`src/rtl/core/rxff_pkg.sv`:
```
// ----------------------------------------------------------------------------
// rxff_pkg
// Shared types and constants of the receive FIFO with XON/XOFF flow control.
// ----------------------------------------------------------------------------
`default_nettype none

package rxff_pkg;

  localparam int unsigned DEPTH_DEF = 32;

  localparam logic [7:0] XON_CHAR  = 8'h11;
  localparam logic [7:0] XOFF_CHAR = 8'h13;

  localparam logic [5:0] HIGH_MARK_RST = 6'd21;
  localparam logic [5:0] LOW_MARK_RST  = 6'd15;

  localparam logic CMD_RX   = 1'b0;
  localparam logic CMD_READ = 1'b1;

  localparam logic REG_HIGH_MARK = 1'b0;
  localparam logic REG_LOW_MARK  = 1'b1;

  typedef struct packed {
    logic       cmd;
    logic [7:0] rx_byte;
  } in_word_t;

  typedef struct packed {
    logic [7:0] read_data;
    logic       read_valid;
    logic       flow_send;
    logic [7:0] flow_char;
    logic       overflow_drop;
    logic [5:0] fill_level;
  } out_word_t;

  typedef enum logic {
    ST_IDLE,
    ST_EXEC
  } ctl_state_t;

  // controller -> datapath
  typedef struct packed {
    logic capture;
    logic execute;
  } ctl_cmd_t;

  // datapath -> controller
  typedef struct packed {
    logic out_busy;
  } dp_status_t;

endpackage

`default_nettype wire

```
`src/rtl/core/rx_fifo_xon_xoff_flow_control_unit.sv`:
```
// ----------------------------------------------------------------------------
// rx_fifo_xon_xoff_flow_control_unit
// Receive byte FIFO with XON/XOFF software flow control and hysteresis.
// ----------------------------------------------------------------------------
// Usage:
//   in_valid/in_stall/in_word: one word per step, either a byte from the line
//   (cmd 0) or a read request (cmd 1). out_valid/out_stall/out_word: exactly
//   one result word per input word, in order: popped byte, flow character
//   request (XON 0x11 / XOFF 0x13), drop flag and fill level after the step.
//   cfg_valid/cfg_index/cfg_data write the high mark (0) or low mark (1);
//   cfg_ready is always high. Write marks only while the block is idle.
// Sequence:
//   A word is taken in the idle state (store read issued there) and the update
//   runs in the following execute state once the output slot is free, loading
//   the output register from the registered store read. No new word is taken
//   until the update of the last one has run.
// Reset clears pointers, count, flow flags and the output valid flag; marks
// return to 21 and 15. Store contents are not cleared. While out_stall holds
// a result, one more word may be taken but its update waits for the slot.
// ----------------------------------------------------------------------------
`default_nettype none

module rx_fifo_xon_xoff_flow_control_unit
  import rxff_pkg::*;
#(
  parameter int unsigned DEPTH = DEPTH_DEF
) (
  input  wire logic       clk,
  input  wire logic       rst_n,
  input  wire logic       in_valid,
  output logic            in_stall,
  input  wire in_word_t   in_word,
  output logic            out_valid,
  input  wire logic       out_stall,
  output out_word_t       out_word,
  input  wire logic       cfg_valid,
  output logic            cfg_ready,
  input  wire logic       cfg_index,
  input  wire logic [5:0] cfg_data
);

  ctl_cmd_t   ctl_cmd;
  dp_status_t dp_status;

  assign cfg_ready = 1'b1;

  rxff_ctrl u_ctrl (
    .clk       (clk),
    .rst_n     (rst_n),
    .in_valid  (in_valid),
    .in_stall  (in_stall),
    .out_stall (out_stall),
    .status    (dp_status),
    .cmd       (ctl_cmd)
  );

  rxff_dp #(
    .DEPTH (DEPTH)
  ) u_dp (
    .clk       (clk),
    .rst_n     (rst_n),
    .in_word   (in_word),
    .cmd       (ctl_cmd),
    .status    (dp_status),
    .out_stall (out_stall),
    .out_valid (out_valid),
    .out_word  (out_word),
    .cfg_we    (cfg_valid & cfg_ready),
    .cfg_index (cfg_index),
    .cfg_data  (cfg_data)
  );

endmodule

`default_nettype wire

```
`src/rtl/core/rxff_ctrl.sv`:
```
// ----------------------------------------------------------------------------
// rxff_ctrl
// Sequencer: takes one word, then runs the update once the output slot is free.
// ----------------------------------------------------------------------------
`default_nettype none

module rxff_ctrl
  import rxff_pkg::*;
(
  input  wire logic       clk,
  input  wire logic       rst_n,
  input  wire logic       in_valid,
  output logic            in_stall,
  input  wire logic       out_stall,
  input  wire dp_status_t status,
  output ctl_cmd_t        cmd
);

  ctl_state_t state_r;
  ctl_state_t state_nxt;
  logic       slot_free;

  assign slot_free = !status.out_busy || !out_stall;

  always_ff @(posedge clk) begin
    if (!rst_n) begin
      state_r <= ST_IDLE;
    end else begin
      state_r <= state_nxt;
    end
  end

  always_comb begin
    state_nxt = state_r;
    case (state_r)
      ST_IDLE: begin
        if (in_valid) begin
          state_nxt = ST_EXEC;
        end
      end
      ST_EXEC: begin
        if (slot_free) begin
          state_nxt = ST_IDLE;
        end
      end
      default: state_nxt = ST_IDLE;
    endcase
  end

  always_comb begin
    in_stall    = 1'b1;
    cmd.capture = 1'b0;
    cmd.execute = 1'b0;
    case (state_r)
      ST_IDLE: begin
        in_stall    = 1'b0;
        cmd.capture = in_valid;
      end
      ST_EXEC: begin
        cmd.execute = slot_free;
      end
      default: begin
        in_stall = 1'b1;
      end
    endcase
  end

endmodule

`default_nettype wire

```
`src/rtl/core/rxff_dp.sv`:
```
// ----------------------------------------------------------------------------
// rxff_dp
// Byte store, pointers, fill count, flow-control flags, marks, output register.
// ----------------------------------------------------------------------------
`default_nettype none

module rxff_dp
  import rxff_pkg::*;
#(
  parameter int unsigned DEPTH = DEPTH_DEF
) (
  input  wire logic       clk,
  input  wire logic       rst_n,
  input  wire in_word_t   in_word,
  input  wire ctl_cmd_t   cmd,
  output dp_status_t      status,
  input  wire logic       out_stall,
  output logic            out_valid,
  output out_word_t       out_word,
  input  wire logic       cfg_we,
  input  wire logic       cfg_index,
  input  wire logic [5:0] cfg_data
);

  localparam int unsigned PW   = (DEPTH > 1) ? $clog2(DEPTH) : 1;
  localparam int unsigned CW   = $clog2(DEPTH + 1);
  localparam int unsigned CMPW = (CW > 6) ? CW : 6;

  logic [7:0]    mem [DEPTH];

  in_word_t      item_r;
  logic [7:0]    rdata_r;
  logic [PW-1:0] wr_ptr_r, wr_ptr_nxt;
  logic [PW-1:0] rd_ptr_r, rd_ptr_nxt;
  logic [CW-1:0] count_r, count_nxt;
  logic          xoff_done_r, xoff_done_nxt;
  logic          xon_done_r, xon_done_nxt;
  logic [5:0]    high_mark_r;
  logic [5:0]    low_mark_r;
  logic          out_valid_r;
  out_word_t     out_word_r, out_word_nxt;
  logic          mem_we;

  logic [CMPW-1:0] count_ext;
  logic [CMPW-1:0] high_ext;
  logic [CMPW-1:0] low_ext;
  logic [CMPW-1:0] level_ext;
  logic            full;
  logic            empty;

  assign count_ext = CMPW'(count_r);
  assign high_ext  = CMPW'(high_mark_r);
  assign low_ext   = CMPW'(low_mark_r);
  assign full      = (count_r == CW'(DEPTH));
  assign empty     = (count_r == '0);

  always_comb begin
    wr_ptr_nxt    = wr_ptr_r;
    rd_ptr_nxt    = rd_ptr_r;
    count_nxt     = count_r;
    xoff_done_nxt = xoff_done_r;
    xon_done_nxt  = xon_done_r;
    mem_we        = 1'b0;
    out_word_nxt  = '0;
    if (item_r.cmd == CMD_RX) begin
      if (count_ext >= high_ext) begin
        if (!xoff_done_r) begin
          out_word_nxt.flow_send = 1'b1;
          out_word_nxt.flow_char = XOFF_CHAR;
          xoff_done_nxt          = 1'b1;
        end
        xon_done_nxt = 1'b0;
      end
      if (!full) begin
        mem_we     = cmd.execute;
        wr_ptr_nxt = (wr_ptr_r == PW'(DEPTH - 1)) ? '0 : wr_ptr_r + 1'b1;
        count_nxt  = count_r + 1'b1;
      end else begin
        out_word_nxt.overflow_drop = 1'b1;
      end
    end else begin
      if (count_ext <= low_ext && !xon_done_r) begin
        out_word_nxt.flow_send = 1'b1;
        out_word_nxt.flow_char = XON_CHAR;
        xon_done_nxt           = 1'b1;
        xoff_done_nxt          = 1'b0;
      end
      if (!empty) begin
        out_word_nxt.read_data  = rdata_r;
        out_word_nxt.read_valid = 1'b1;
        rd_ptr_nxt = (rd_ptr_r == PW'(DEPTH - 1)) ? '0 : rd_ptr_r + 1'b1;
        count_nxt  = count_r - 1'b1;
      end
    end
    level_ext               = CMPW'(count_nxt);
    out_word_nxt.fill_level = level_ext[5:0];
  end

  // store write and registered read; the read is issued when the word is taken
  always_ff @(posedge clk) begin
    if (mem_we) begin
      mem[wr_ptr_r] <= item_r.rx_byte;
    end
    if (cmd.capture) begin
      rdata_r <= mem[rd_ptr_r];
    end
  end

  always_ff @(posedge clk) begin
    if (cmd.capture) begin
      item_r <= in_word;
    end
    if (cmd.execute) begin
      out_word_r <= out_word_nxt;
    end
  end

  always_ff @(posedge clk) begin
    if (!rst_n) begin
      wr_ptr_r    <= '0;
      rd_ptr_r    <= '0;
      count_r     <= '0;
      xoff_done_r <= 1'b0;
      xon_done_r  <= 1'b0;
      out_valid_r <= 1'b0;
      high_mark_r <= HIGH_MARK_RST;
      low_mark_r  <= LOW_MARK_RST;
    end else begin
      if (cmd.execute) begin
        wr_ptr_r    <= wr_ptr_nxt;
        rd_ptr_r    <= rd_ptr_nxt;
        count_r     <= count_nxt;
        xoff_done_r <= xoff_done_nxt;
        xon_done_r  <= xon_done_nxt;
        out_valid_r <= 1'b1;
      end else if (!out_stall) begin
        out_valid_r <= 1'b0;
      end
      if (cfg_we) begin
        if (cfg_index == REG_HIGH_MARK) begin
          high_mark_r <= cfg_data;
        end else begin
          low_mark_r <= cfg_data;
        end
      end
    end
  end

  assign status.out_busy = out_valid_r;
  assign out_valid       = out_valid_r;
  assign out_word        = out_word_r;

endmodule

`default_nettype wire
```
`config.mk`:
```
export PLATFORM = sky130hd
export DESIGN_NAME = rx_fifo_xon_xoff_flow_control_unit
export DESIGN_NICKNAME = d
export VERILOG_FILES = /design/src/rtl/core/rxff_pkg.sv /design/src/rtl/core/rx_fifo_xon_xoff_flow_control_unit.sv /design/src/rtl/core/rxff_ctrl.sv /design/src/rtl/core/rxff_dp.sv
export SDC_FILE = /design/constraint.sdc
export NUM_CORES = 1
export LEC_CHECK = 0
export ABC_AREA = 1
export BUFFER_PORTS_ARGS = -buffer_cell sky130_fd_sc_hd__buf_2
export CELL_PAD_IN_SITES_DETAIL_PLACEMENT = 1
export CELL_PAD_IN_SITES_GLOBAL_PLACEMENT = 2
export CORE_ASPECT_RATIO = 1.1
export CORE_MARGIN = 8
export CORE_UTILIZATION = 35
export DETAILED_ROUTE_END_ITERATION = 8
export GPL_TIMING_DRIVEN = 0
export PLACE_DENSITY_LB_ADDON = 0.1
export SYNTH_ARGS = -nofsm -noshare
export SYNTH_HDL_FRONTEND = slang
export SYNTH_HIERARCHICAL = 1
export SYNTH_SLANG_ARGS = --single-unit
```
`constraint.sdc`:
```
create_clock -name clk -period 2.6 [get_ports clk]
set_clock_uncertainty 0.05 [all_clocks]
set_input_delay 0.13 -clock clk [delete_from_list [all_inputs] [get_ports clk]]
set_output_delay 0.13 -clock clk [all_outputs]
set_load 0.01 [all_outputs]
```
# == After elaboration in Yosys (flattened, before gate mapping) ==
# Memories as Yosys holds them, arrays and structs flattened. A register that Yosys moved wholly into a read port is not among the register bits.
# Index checks and enable logic that the tools add are counted.
# totals
elab_cells,76
input_bits,21
reg_bits,66
ram_bits,256
out_inout_bits,28
n_memories,1
# memory_table
memory,depth,word_bits,rd,rd_ports_with_merged_regs,write_ports,line_no,source
u_dp.mem,32,8,1,1,1,rxff_dp.sv:29,logic [7:0] mem [DEPTH];
# op_classes
eq_ne,5
n_reduce_logical,13
order_cmp,2
n_addsub,4
n_bitwise,5
mux,29
# op_table
op,n
9-bit two-way mux,4
1-bit two-way mux,19
6-bit two-way mux,3
"5-bit by 1-bit adder with 5-bit output, second input constant",2
"5-bit equality test, second input constant",2
5-bit two-way mux,2
3-bit AND reduction,3
"6-bit by 1-bit adder with 6-bit output, second input constant",1
"6-bit equality test, second input constant",1
6-bit >= comparator,1
6-bit less-or-equal comparator,1
6-bit logical NOT,1
"6-bit by 1-bit subtractor with 6-bit output, second input constant",1
1-bit inverter,5
2-bit AND reduction,2
1-bit logical NOT,3
"2-bit by 1-bit != test with 1-bit output, second input constant",1
"2-bit != test, second input constant",1
1-bit one-hot mux with 2 select lines,1
2-bit nonzero test,1
2-bit OR reduction,1
1-bit logical AND,1
1-bit logical OR,1

# == Longest topological paths before layout ==
# Gate-level depths: netlist of the first run.
# logic_depth
word_depth,7
ltp_mapped,13
mapped_depth_nobuf,13

# == By module ==
# The synthesis of the first run kept the hierarchy.
# by_module_without_submodules
mod,area_per_inst_um2,cells_per_inst,n_inst,seq_area_each_um2
rxff_dp,13330.3,1147,1,9359.0
rxff_ctrl,48.8,7,1,20.0
rx_fifo_xon_xoff_flow_control_unit,11.3,2,1,0.0

# == Worst setup path before layout of the first run ==
# No wires, ideal clock.
# synth_timing
path_type,register to register
start,"register u_dp.out_valid_r, in the netlist u_dp/out_valid"
end,memory u_dp.mem[4][0] (enable)
synth_period_minus_slack_ns,2.670
path_stages_with_launch,8
required_ns,2.180
n_path_buf,2
path_slack_ns,-0.070
setup_time_ns,0.370
arrival_time_ns,2.250
path_cell_list,dfxtp_1 buf_4 a21oi_2 clkbuf_1 nand3_4 inv_2 nand2_1 nor2_1
# synth_rtl
element,line_no,source
from (decl),rxff_dp.sv:40,logic out_valid_r;
from (signal assigned),rxff_dp.sv:125,out_valid_r <= 1'b0;
from (signal assigned),rxff_dp.sv:135,out_valid_r <= 1'b1;
from (signal assigned),rxff_dp.sv:137,out_valid_r <= 1'b0;
to (decl),rxff_dp.sv:29,

# == Final worst setup path of the first run ==
# layout_timing
start,"register u_dp.count_r[1], in the netlist u_dp/count_ext[1]"
end,memory u_dp.mem[12][5] (enable)
# layout_via
elab_chain_cells,5
# layout_rtl
element,line_no,source
from (decl),rxff_dp.sv:35,"logic [CW-1:0] count_r, count_nxt;"
from (signal assigned),rxff_dp.sv:132,count_r <= count_nxt;
6-bit equality test,rxff_dp.sv:54,assign full = (count_r == CW'(DEPTH));
1-bit two-way mux,rxff_dp.sv:74,if (!full) begin
1-bit two-way mux,rxff_dp.sv:65,if (item_r.cmd == CMD_RX) begin
1-bit two-way mux,rxff_dp.sv:101,if (mem_we) begin
1-bit two-way mux (not written as such),rxff_dp.sv:102,mem[wr_ptr_r] <= item_r.rx_byte;
# No other way between the ends.

==> run metrics, run 1 <==
Max IR drop VDD 0.512 mV; drt total wl 42000 um; wire per inst 23.0 um; die width 202 um; sequential area share after synthesis 70.0%; DRC viols 0; CP Capture Type flop; Synth warnings 6; leakage 6.01 nW; startpoint of the worst hold path in_word[6]; top cells by area, synth edfxtp_1 65%, nand2_1 6.5%, dfxtp_1 4.8%, nor2_1 3.8%, nand3_1 3.8%; max-cap violations 0; Syn Std Cell Area 0.0134 sq mm; Critical Path Fanout Max 10; H-tree Lvls 2; Slowest-stage cell, CP dfxtp_1; first-pass GRT wire length 62500 um; clock root cell clkbuf_16; number of synthesized flops with an enable pin 291; vias in the first global route 9614; Yosys top cell by area edfxtp_1; I/O Pins 49; Finished Core Util 43.3%; clk_lat worst skew 0.53 ns; status completed; Final Setup Violations 0; Primary FF master, synth edfxtp_1; largest net degree at the start of global routing 33; max incr delay on CP 0.44 ns; I/O Buffers 42; RSZ-0062 raised after global routing true; Tightest Pin Transition 1.48 ns; CP Buf/Inv Count 3; CP Launch Point u_dp/count_ext[1]; row cnt 75; Final Hold Fails 0; CP top delay family simple AND/OR/NAND/NOR gates; ant diodes 0; number of fill cells 4060; Setup crit start kind flop; Max Slew Vio Count 0; top cell type's share of synthesized area 65.3%; Achievable Freq 392 MHz; routability cong. 0.790; Remaining Overflow, GRT 0; Vias 9291; Final Cycle Share 98.1%; die height 221 um; Synth async-reset ratio 0%; cts bufs inserted 37; Slew HR 1.45%; critical path data required time 2.79 ns; die area 0.0448 sq mm; Starting DRT DRC Count 473; layout cells sized above 1 16.6%; CTS tree yes; worst hold slack 0.262 ns; clock sink count 323; Core ar. 0.0379 sq mm; Synth Register Bits 323; Starting Density 35.3%; Critical Path AT 2.74 ns; Critical Path, Cell by Cell inv_1 -> ha_1 -> nand2_1 -> nor2_1 -> nand3_2 -> nand3_4 -> inv_2 -> nand2_2 -> nor2_4 -> buf_12; post-synth cell types 34; Clock Tree Buf Depth 3; PwrDens 714 mW/mm^2; Synth Instances 1156; post-DR vias/cell 5.09; Syn-to-layout area delta 22.5%; synth cell count leaders 291 x edfxtp_1, 233 x nand2_1, 135 x nor2_1; All-Layer GR Usage 18.7%; DRT antenna net count 0; top-count cell post-synth edfxtp_1; Reg-to-Reg Start u_dp/count_ext[1]; drt pass-1 iters 5; min-delay worst type primary input to flop; DPL Wire Length 28100 um; minimum clock period 2.55 ns; Clock Pin Slew Worst Setup and Hold Paths 0.06 ns; Avg Synthesized Cell Area 11.6 sq um; antenna violations before repair 0; NumNets Final 1346; CP Class flop to flop
==> report_power, final <==
part / total (mW) / internal [mW] / switching [mW]
sequential: 5.89 / 5.78 / 0.116
clock: 4.86 / 2.82 / 2.03
combinational: 0.970 / 0.313 / 0.657
==> final cells by class <==
| type | instances | area [sq um] | share of cell area, % |
|---|---|---|---|
| timing repair buffer | 104 | 1020 | 6.22 |
| sequential | 323 | 9380 | 57.2 |
| inverter | 73 | 274 | 1.67 |
| tap | 500 | 626 | 3.81 |
| multi-input combinational | 700 | 3660 | 22.3 |
| buffer | 64 | 340 | 2.07 |
| clock buffer | 48 | 1010 | 6.15 |
| clock inverter | 14 | 91.3 | 0.557 |
==> flip-flops by register name, summed over array words and instances (netlist names) <==
signal	count
u_dp/rd_ptr_r	5
u_dp/out_valid	1
u_dp/xon_done_r	1
u_dp/item_r	9
u_dp/count_ext	6
u_dp/low_ext	6
u_dp/high_ext	6
u_dp/rdata_r	8
u_dp/xoff_done_r	1
u_ctrl/state_r	1
u_dp/out_word	18
u_dp/mem	256
u_dp/wr_ptr_r	5
==> routing by layer <==
| metal | vias to the layer above | GRT usage, % | routed length, um |
|---|---|---|---|
| li1 | 4340 | - | - |
| met1 | 4727 | 23.8 | 18300 |
| met2 | 169 | 32.3 | 20900 |
| met3 | 55 | 2.86 | 1650 |
| met4 | 0 | 5.48 | 1070 |
| met5 | - | 0 | 0 |
==> per-stage QoR <==
step | setup WS, ns | cell area, sq um | TNS, ns | power (mW) | instances
2_1_floorplan | 0.160 | 13400 | 0 | 6.50 | 1160
3_3_place_gp | -0.903 | 14200 | -179.97 | 6.90 | 1702
3_5_place_dp | -0.954 | 14300 | -181.92 | 6.93 | 1705
4_1_cts | 0.00381 | 16300 | 0 | 11.8 | 1820
5_1_grt | -0.106 | 16400 | -15.19 | 12.1 | 1826
6_report | 0.0504 | 16400 | 0 | 11.7 | 1826
==> path summary, 6_finish.rpt <==
kind,slack [ns],depth (start not counted),end
max,0.05,10,u_dp/mem[12][5]
min,0.26,2,u_dp/item_r[6]
max reg2reg,0.05,10,u_dp/mem[12][5]
min reg2reg,0.42,2,u_dp/high_ext[3]
==> repair_timing <==
| action | 4_1_cts | 5_1_grt |
|---|---|---|
| setup endpoints to repair | 260 | 237 |
| gates resized for setup | 59 | 5 |
| pin swaps | 19 | 1 |
| setup buffers | 27 | 4 |
| endpoints found under the hold margin | 24 | 0 |
| hold buffers | 26 | 0 |
| cloned | 1 | 0 |
==> cell families (layout without fill, tap and decap cells) <==
group | count (synthesis) | after routing | share of synthesized area, %
xor gates and xnor gates | 8 | 8 | 0.523
adders and majority gates | 22 | 22 | 2.06
DFF | 323 | 323 | 70.0
AOI/OAI and AO/OA | 177 | 178 | 7.68
other | 2 | 6 | 0.0561
and+or+nand+nor | 486 | 486 | 15.0
buffers and inverters | 138 | 303 | 4.61
==> cell usage in the layout (no fill, tap or decap), types with 3 or more instances in the layout <==
master         synthesis  routed
o221ai_1              16      16
a21oi_1               36      36
buf_16                 0       3
clkinv_1               2      11
clkbuf_16              0      39
conb_1                 2       6
inv_1                 67      66
nand3_1              101     101
nand2_1              233     230
nor2_1               135     107
inv_2                  4       5
xor2_1                 6       6
ha_1                  22      22
dlygate4sd3_1          0      26
edfxtp_1             291     291
buf_2                 31      73
clkbuf_2               3       4
dfxtp_1               32      31
buf_12                 0      17
nand2_2                2       5
nor2_4                 2      30
buf_4                 11      26
clkbuf_1              17      24
o21ai_0               83      83
nor3_2                 0       4
a31oi_1               17      17
o211ai_1              21      21
Power figures use the tool's default switching activity.
==> run 2: changes to the inputs <==
- BUFFER_PORTS_ARGS: -buffer_cell sky130_fd_sc_hd__buf_2 -> -buffer_cell sky130_fd_sc_hd__buf_4
- RECOVER_POWER: default -> 100
==> run 2 against run 1 <==
  * Die area did not move
  * Sequential share of layout area fell by 0.18 points
  * Final area increased by 0.31%
  * Hold slack lost 0.23 ns
  * Clock power grew 12%
  * Worst setup slack better by 0.019 ns
  * Total power increased by 4.7%
  * Largest cell class unchanged
  * Largest power group unchanged
  * Highest routed layer unchanged
==> run metrics, run 2 (synthesis gave the netlist of run 1 again) <==
status completed; die area 0.0448 sq mm (unchanged); Critical Path, Cell by Cell inv_1 -> ha_1 -> nand2_1 -> nor2_1 -> nand3_2 -> nand3_4 -> inv_2 -> nand2_2 -> nor2_4 -> buf_4; Max IR drop VDD 0.455 mV (-11%); max-cap violations 0 (unchanged); most common cell after layout, fill and taps aside edfxtp_1; drt total wl 41800 um (-0.38%); Finished Core Util 43.4% (+0.14 points); Setup crit start kind flop; Final Cycle Share 97.3% (-0.73 points); largest net degree at the start of global routing 33 (unchanged); Biggest register u_dp/mem; die width 202 um (unchanged); Syn-to-layout area delta 22.9%; most frequent cells in the layout 291 x edfxtp_1, 231 x nand2_1, 108 x nor2_1; dpl cell area 0.0144 sq mm (+0.82%); Achievable Freq 395 MHz (+0.75%); DRT antenna net count 0 (unchanged); clock sink count 323 (unchanged); Max Slew Vio Count 0 (unchanged); sequential cell area 0.00938 sq mm (unchanged); DPL Wire Length 28100 um (about the same); Clock Pin Slew Worst Setup and Hold Paths 0.05 ns (about the same); R2R depth 10 (unchanged); CP Launch Point u_dp/count_ext[0]; Reg-to-Reg Start u_dp/count_ext[0]; Slew HR 7.20% (+5.7 points); Starting DRT DRC Count 465 (-1.7%); Core ar. 0.0379 sq mm (unchanged); number of flip-flops in the largest register 256 (unchanged); post-DR vias/cell 5.02 (-1.3%); number of fill cells 4047 (-0.32%); Critical Path AT 2.72 ns (-0.02 ns); M1 GR Usage 23.8% (+0.059 points); Starting Density 35.3% (unchanged); area of the multi-input gates 0.00366 sq mm (-0.17%); first-pass GRT wire length 62400 um (-0.26%); r2r endpoint u_dp/mem[21][4]; Place WS -1.00 ns (-0.0492 ns); wire per inst 22.9 um (-0.49%); minimum clock period 2.53 ns (-0.0190 ns); I/O Pins 49 (unchanged); Tightest Pin Transition 1.39 ns (-0.0861 ns); RSZ-0062 raised after global routing true; I/O Buffers 42 (unchanged); clock root cell clkbuf_16; Vias 9180 (-1.2%); Clock Tree Buf Depth 3 (unchanged); critical path data required time 2.79 ns (about the same); leakage 5.99 nW (-0.44%); PwrDens 745 mW/mm^2 (+4.3%); H-tree Lvls 2 (unchanged); ant diodes 0 (unchanged); met3 Track Usage GR 2.59% (-0.28 points); DRC viols 0 (unchanged); vias in the first global route 9442 (-1.8%); Remaining Overflow, GRT 0 (unchanged); crit path to u_dp/mem[21][4]; CTS tree yes; drt pass-1 iters 5 (unchanged); min-delay worst type primary input to flop; antenna violations before repair 0 (unchanged); CP Capture Type flop; All-Layer GR Usage 18.5% (-0.11 points); Critical Path Fanout Max 10 (unchanged); cts bufs inserted 38 (+2.7%); max incr delay on CP 0.39 ns (-0.05 ns); final instance area 0.0165 sq mm (+0.31%); layout cells sized above 1 15.1% (-1.5 points); routability cong. 0.785 (-0.65%); Final Hold Fails 0 (unchanged); Slowest-stage cell, CP dfxtp_1; Final Setup Violations 0 (unchanged); NumNets Final 1344 (-0.15%); min setup slack post-route 0.0694 ns (+0.0190 ns); die height 221 um (unchanged); busiest grt layer met2; row cnt 75 (unchanged); Pwr Total 12.3 mW (+4.7%); CP Class flop to flop; clk_lat worst skew 0.53 ns (about the same); r2r setup slk 0.07 ns (+0.02 ns); GR Util met2 32.5% (+0.18 points)
-- run 2: critical path: cells and delay by family, from the launching register on --
family | cells | cell delay, ns
fa+ha+maj | 1 | 0.25
buf+inv | 3 | 0.58
flops | 1 | 0.39
simple gates | 6 | 0.95
-- run 2: stage by stage --
step,hold slack (ns),instances,setup TNS (ns)
6_report,0.0290,1828,0
5_1_grt,0.0717,1828,-20.65
4_1_cts,0.0225,1825,0
3_5_place_dp,0.259,1706,-183.74
3_3_place_gp,0.259,1702,-187.53
2_1_floorplan,0.179,1160,0
-- run 2: worst min-delay path by stage --
stage / end / slack [ns] / start / depth (start not counted)
2_1_floorplan: u_dp/item_r[0] / 0.18 / in_word[0] / 0
3_3_place_gp: u_dp/item_r[6] / 0.26 / in_word[6] / 1
3_5_place_dp: u_dp/item_r[3] / 0.26 / in_word[3] / 1
4_1_cts: u_dp/item_r[8] / 0.02 / in_valid / 3
5_1_grt: u_dp/rdata_r[7] / 0.07 / in_valid / 3
6_report: u_dp/item_r[8] / 0.03 / in_valid / 3
-- run 2: layer usage --
| layer | vias up | part of all wire [%] |
|---|---|---|
| li1 | 4343 | - |
| met1 | 4618 | 44 |
| met2 | 170 | 50 |
| met3 | 49 | 3.9 |
| met4 | 0 | 2.0 |
| met5 | - | 0 |
-- run 2: final cells by class --
cell class	count	area share (%)
clock buffers	49	6.40
repair buffers	101	5.60
well taps	500	3.80
flip-flops and latches	323	57.0
multi-input cells	700	22.2
plain buffers	64	2.02
inverters	73	1.67
clock inverters	18	1.29
-- run 2: timing repair --
action | in CTS | in global routing
hold buffers | 25 | 0
setup buffers | 27 | 1
cloned | 1 | 0
setup endpoints to repair | 251 | 230
resized for setup | 57 | 6
pin swaps | 17 | 0
endpoints found under the hold margin | 34 | 0
-- run 2: power by group --
group / switching [mW] / internal [mW]
logic: 0.658 / 0.292
clock network: 2.08 / 3.34
registers: 0.109 / 5.78
==> run 3: changes to the inputs <==
==> constraint.sdc (replaced) <==
create_clock -name clk -period 2.4 [get_ports clk]
set_clock_uncertainty 0.05 [all_clocks]
set_input_delay 0.48 -clock clk [delete_from_list [all_inputs] [get_ports clk]]
set_output_delay 0.48 -clock clk [all_outputs]
set_load 0.01 [all_outputs]
==> run 3 against run 2 <==
  * Final cell count fell by 1.1%
  * Wire length fell by 0.57%
  * Utilization fell by 0.89 points
  * Worst setup slack got worse by 0.0073 ns
  * Hold slack improved by 0.065 ns
  * Maximum frequency rose by 8.2%
  * Critical endpoint is now u_dp/rdata_r[0]
  * Flip-flop and latch count did not move
  * Largest power group unchanged
  * Global-route usage fell by 0.18 points
  * Largest cell class unchanged
  * Final area fell by 2.0%
==> run metrics, run 3 (synthesis gave the netlist of run 1 again) <==
Final Setup Violations 0 (unchanged); Setup TNS 0 ns (unchanged); Max Slew Vio Count 0 (unchanged); clock root cell clkbuf_16; leakage 5.94 nW (-0.88%); CTS tree yes; max-cap violations 0 (unchanged); number of flip-flops in the largest register 256 (unchanged); Starting Density 35.3% (unchanged); Slowest-stage cell, CP dfxtp_2; Core ar. 0.0379 sq mm (unchanged); Tightest Pin Transition 1.38 ns (-0.00933 ns); post-DR vias/cell 5.02 (about the same); Critical Path, Cell by Cell inv_2 -> buf_2 -> buf_2 -> o21ai_0 -> o211ai_1 -> nand3_1 -> nand2_1 -> nand2_1 -> inv_1; wire per inst 23.0 um (+0.59%); critical path data required time 2.63 ns (-0.16 ns); die area 0.0448 sq mm (unchanged); status completed; H-tree Lvls 2 (unchanged); Critical Path Fanout Max 10 (unchanged); I/O Buffers 42 (unchanged); first-pass GRT wire length 61700 um (-1.1%); I/O Pins 49 (unchanged); most frequent cells in the layout 291 x edfxtp_1, 231 x nand2_1, 115 x nor2_1; Slew HR 7.82% (+0.62 points); antenna violations before repair 0 (unchanged); DPL Wire Length 28100 um (unchanged); Vias 9075 (-1.1%); die width 202 um (unchanged); CP Buf/Inv Count 4 (+1); DRT antenna net count 0 (unchanged); most common cell after layout, fill and taps aside edfxtp_1; All-Layer GR Usage 18.4% (-0.18 points); Syn-to-layout area delta 20.4%; startpoint of the worst hold path in_word[5]; Biggest register u_dp/mem; Starting DRT DRC Count 463 (-0.43%); Reg-to-Reg Start u_dp/rd_ptr_r[0]; row cnt 75 (unchanged); NumNets Final 1323 (-1.6%); Setup crit start kind flop; Critical Path AT 2.57 ns (-0.15 ns); PwrDens 823 mW/mm^2 (+10%); vias in the first global route 9283 (-1.7%); largest net degree at the start of global routing 33 (unchanged); Achievable Freq 428 MHz (+8.2%); drt total wl 41600 um (-0.57%); cts bufs inserted 38 (unchanged); CP Class flop to flop; CP Launch Point u_dp/rd_ptr_r[0]; Clock Tree Buf Depth 3 (unchanged); die height 221 um (unchanged); layout cells sized above 1 15.5% (+0.40 points); Finished Core Util 42.5% (-0.89 points); drt pass-1 iters 4 (-1); ant diodes 0 (unchanged); RSZ-0062 raised after global routing false; CP top delay family buffers and inverters; max incr delay on CP 0.49 ns (+0.10 ns); Clock Pin Slew Worst Setup and Hold Paths 0.06 ns (about the same); CP Capture Type flop; clock sink count 323 (unchanged); Final Cycle Share 97.4% (about the same); min-delay worst type primary input to flop; Max IR drop VDD 0.494 mV (+8.6%); r2r setup slk 0.06 ns (about the same); DRC viols 0 (unchanged); clk_lat worst skew 0.53 ns (about the same); routability cong. 0.785 (unchanged); Remaining Overflow, GRT 0 (unchanged); minimum clock period 2.34 ns (-0.193 ns); number of fill cells 4072 (+0.62%); Final Hold Fails 0 (unchanged)
## run 3: cell types whose count changed in the layout (fill, tap and decap cells not counted), moves of 4 or more
cell | before | now
buf_4 | 32 | 25
buf_12 | 16 | 12
clkbuf_2 | 5 | 14
nor2_2 | 0 | 8
nor2_1 | 108 | 115
a21oi_1 | 35 | 31
a21oi_2 | 2 | 6
nor2_4 | 29 | 14
dlygate4sd3_1 | 25 | 0
## run 3: final cells by class
cell class              count  area [sq um]  share of cell area [%]
plain buffers              64           343                    2.13
clock buffers              49          1050                    6.54
clock inverters            18           213                    1.32
inverters                  73           283                    1.75
multi-input cells         700          3610                    22.4
flip-flops and latches    323          9380                    58.2
well taps                 500           626                    3.88
repair buffers             80           608                    3.77
## run 3: where the power goes
part | total [mW] | switching (mW) | internal [mW]
clock network | 5.87 | 2.25 | 3.62
logic | 1.02 | 0.719 | 0.297
registers | 6.38 | 0.114 | 6.26
## run 3: what timing repair did
item	in CTS	in global routing
gates resized for setup	71	14
setup endpoints to repair	263	239
pin swaps	21	2
hold buffers	0	0
cloned	1	0
buffers inserted	24	7
## run 3: through the flow
| step | setup slack, ns | cells | area, sq um | power (mW) | hold WS [ns] |
|---|---|---|---|---|---|
| finish | 0.0621 | 1807 | 16100 | 13.3 | 0.0940 |
| global placement | -1.32 | 1702 | 14400 | 7.50 | 0.412 |
| CTS | -0.0264 | 1797 | 16300 | 13.5 | 0.0488 |
| detailed placement | -1.38 | 1706 | 14400 | 7.53 | 0.417 |
| global route | 0.00571 | 1807 | 16100 | 13.8 | 0.0767 |
| floorplan | -0.0491 | 1160 | 13400 | 7.04 | 0.383 |
## run 3: final timing paths
| path | to | cells after the start |
|---|---|---|
| max | u_dp/rdata_r[0] | 9 |
| min | u_dp/item_r[5] | 1 |
| max reg2reg | u_dp/rdata_r[0] | 9 |
| min reg2reg | u_dp/high_ext[1] | 2 |
## run 3: layer usage
| metal | up-vias | global-route usage (%) | part of all wire [%] |
|---|---|---|---|
| li1 | 4293 | - | - |
| met2 | 156 | 32.1 | 50 |
| met1 | 4578 | 23.7 | 45 |
| met3 | 48 | 2.57 | 3.5 |
| met5 | - | 0 | 0 |
| met4 | 0 | 4.54 | 2.1 |
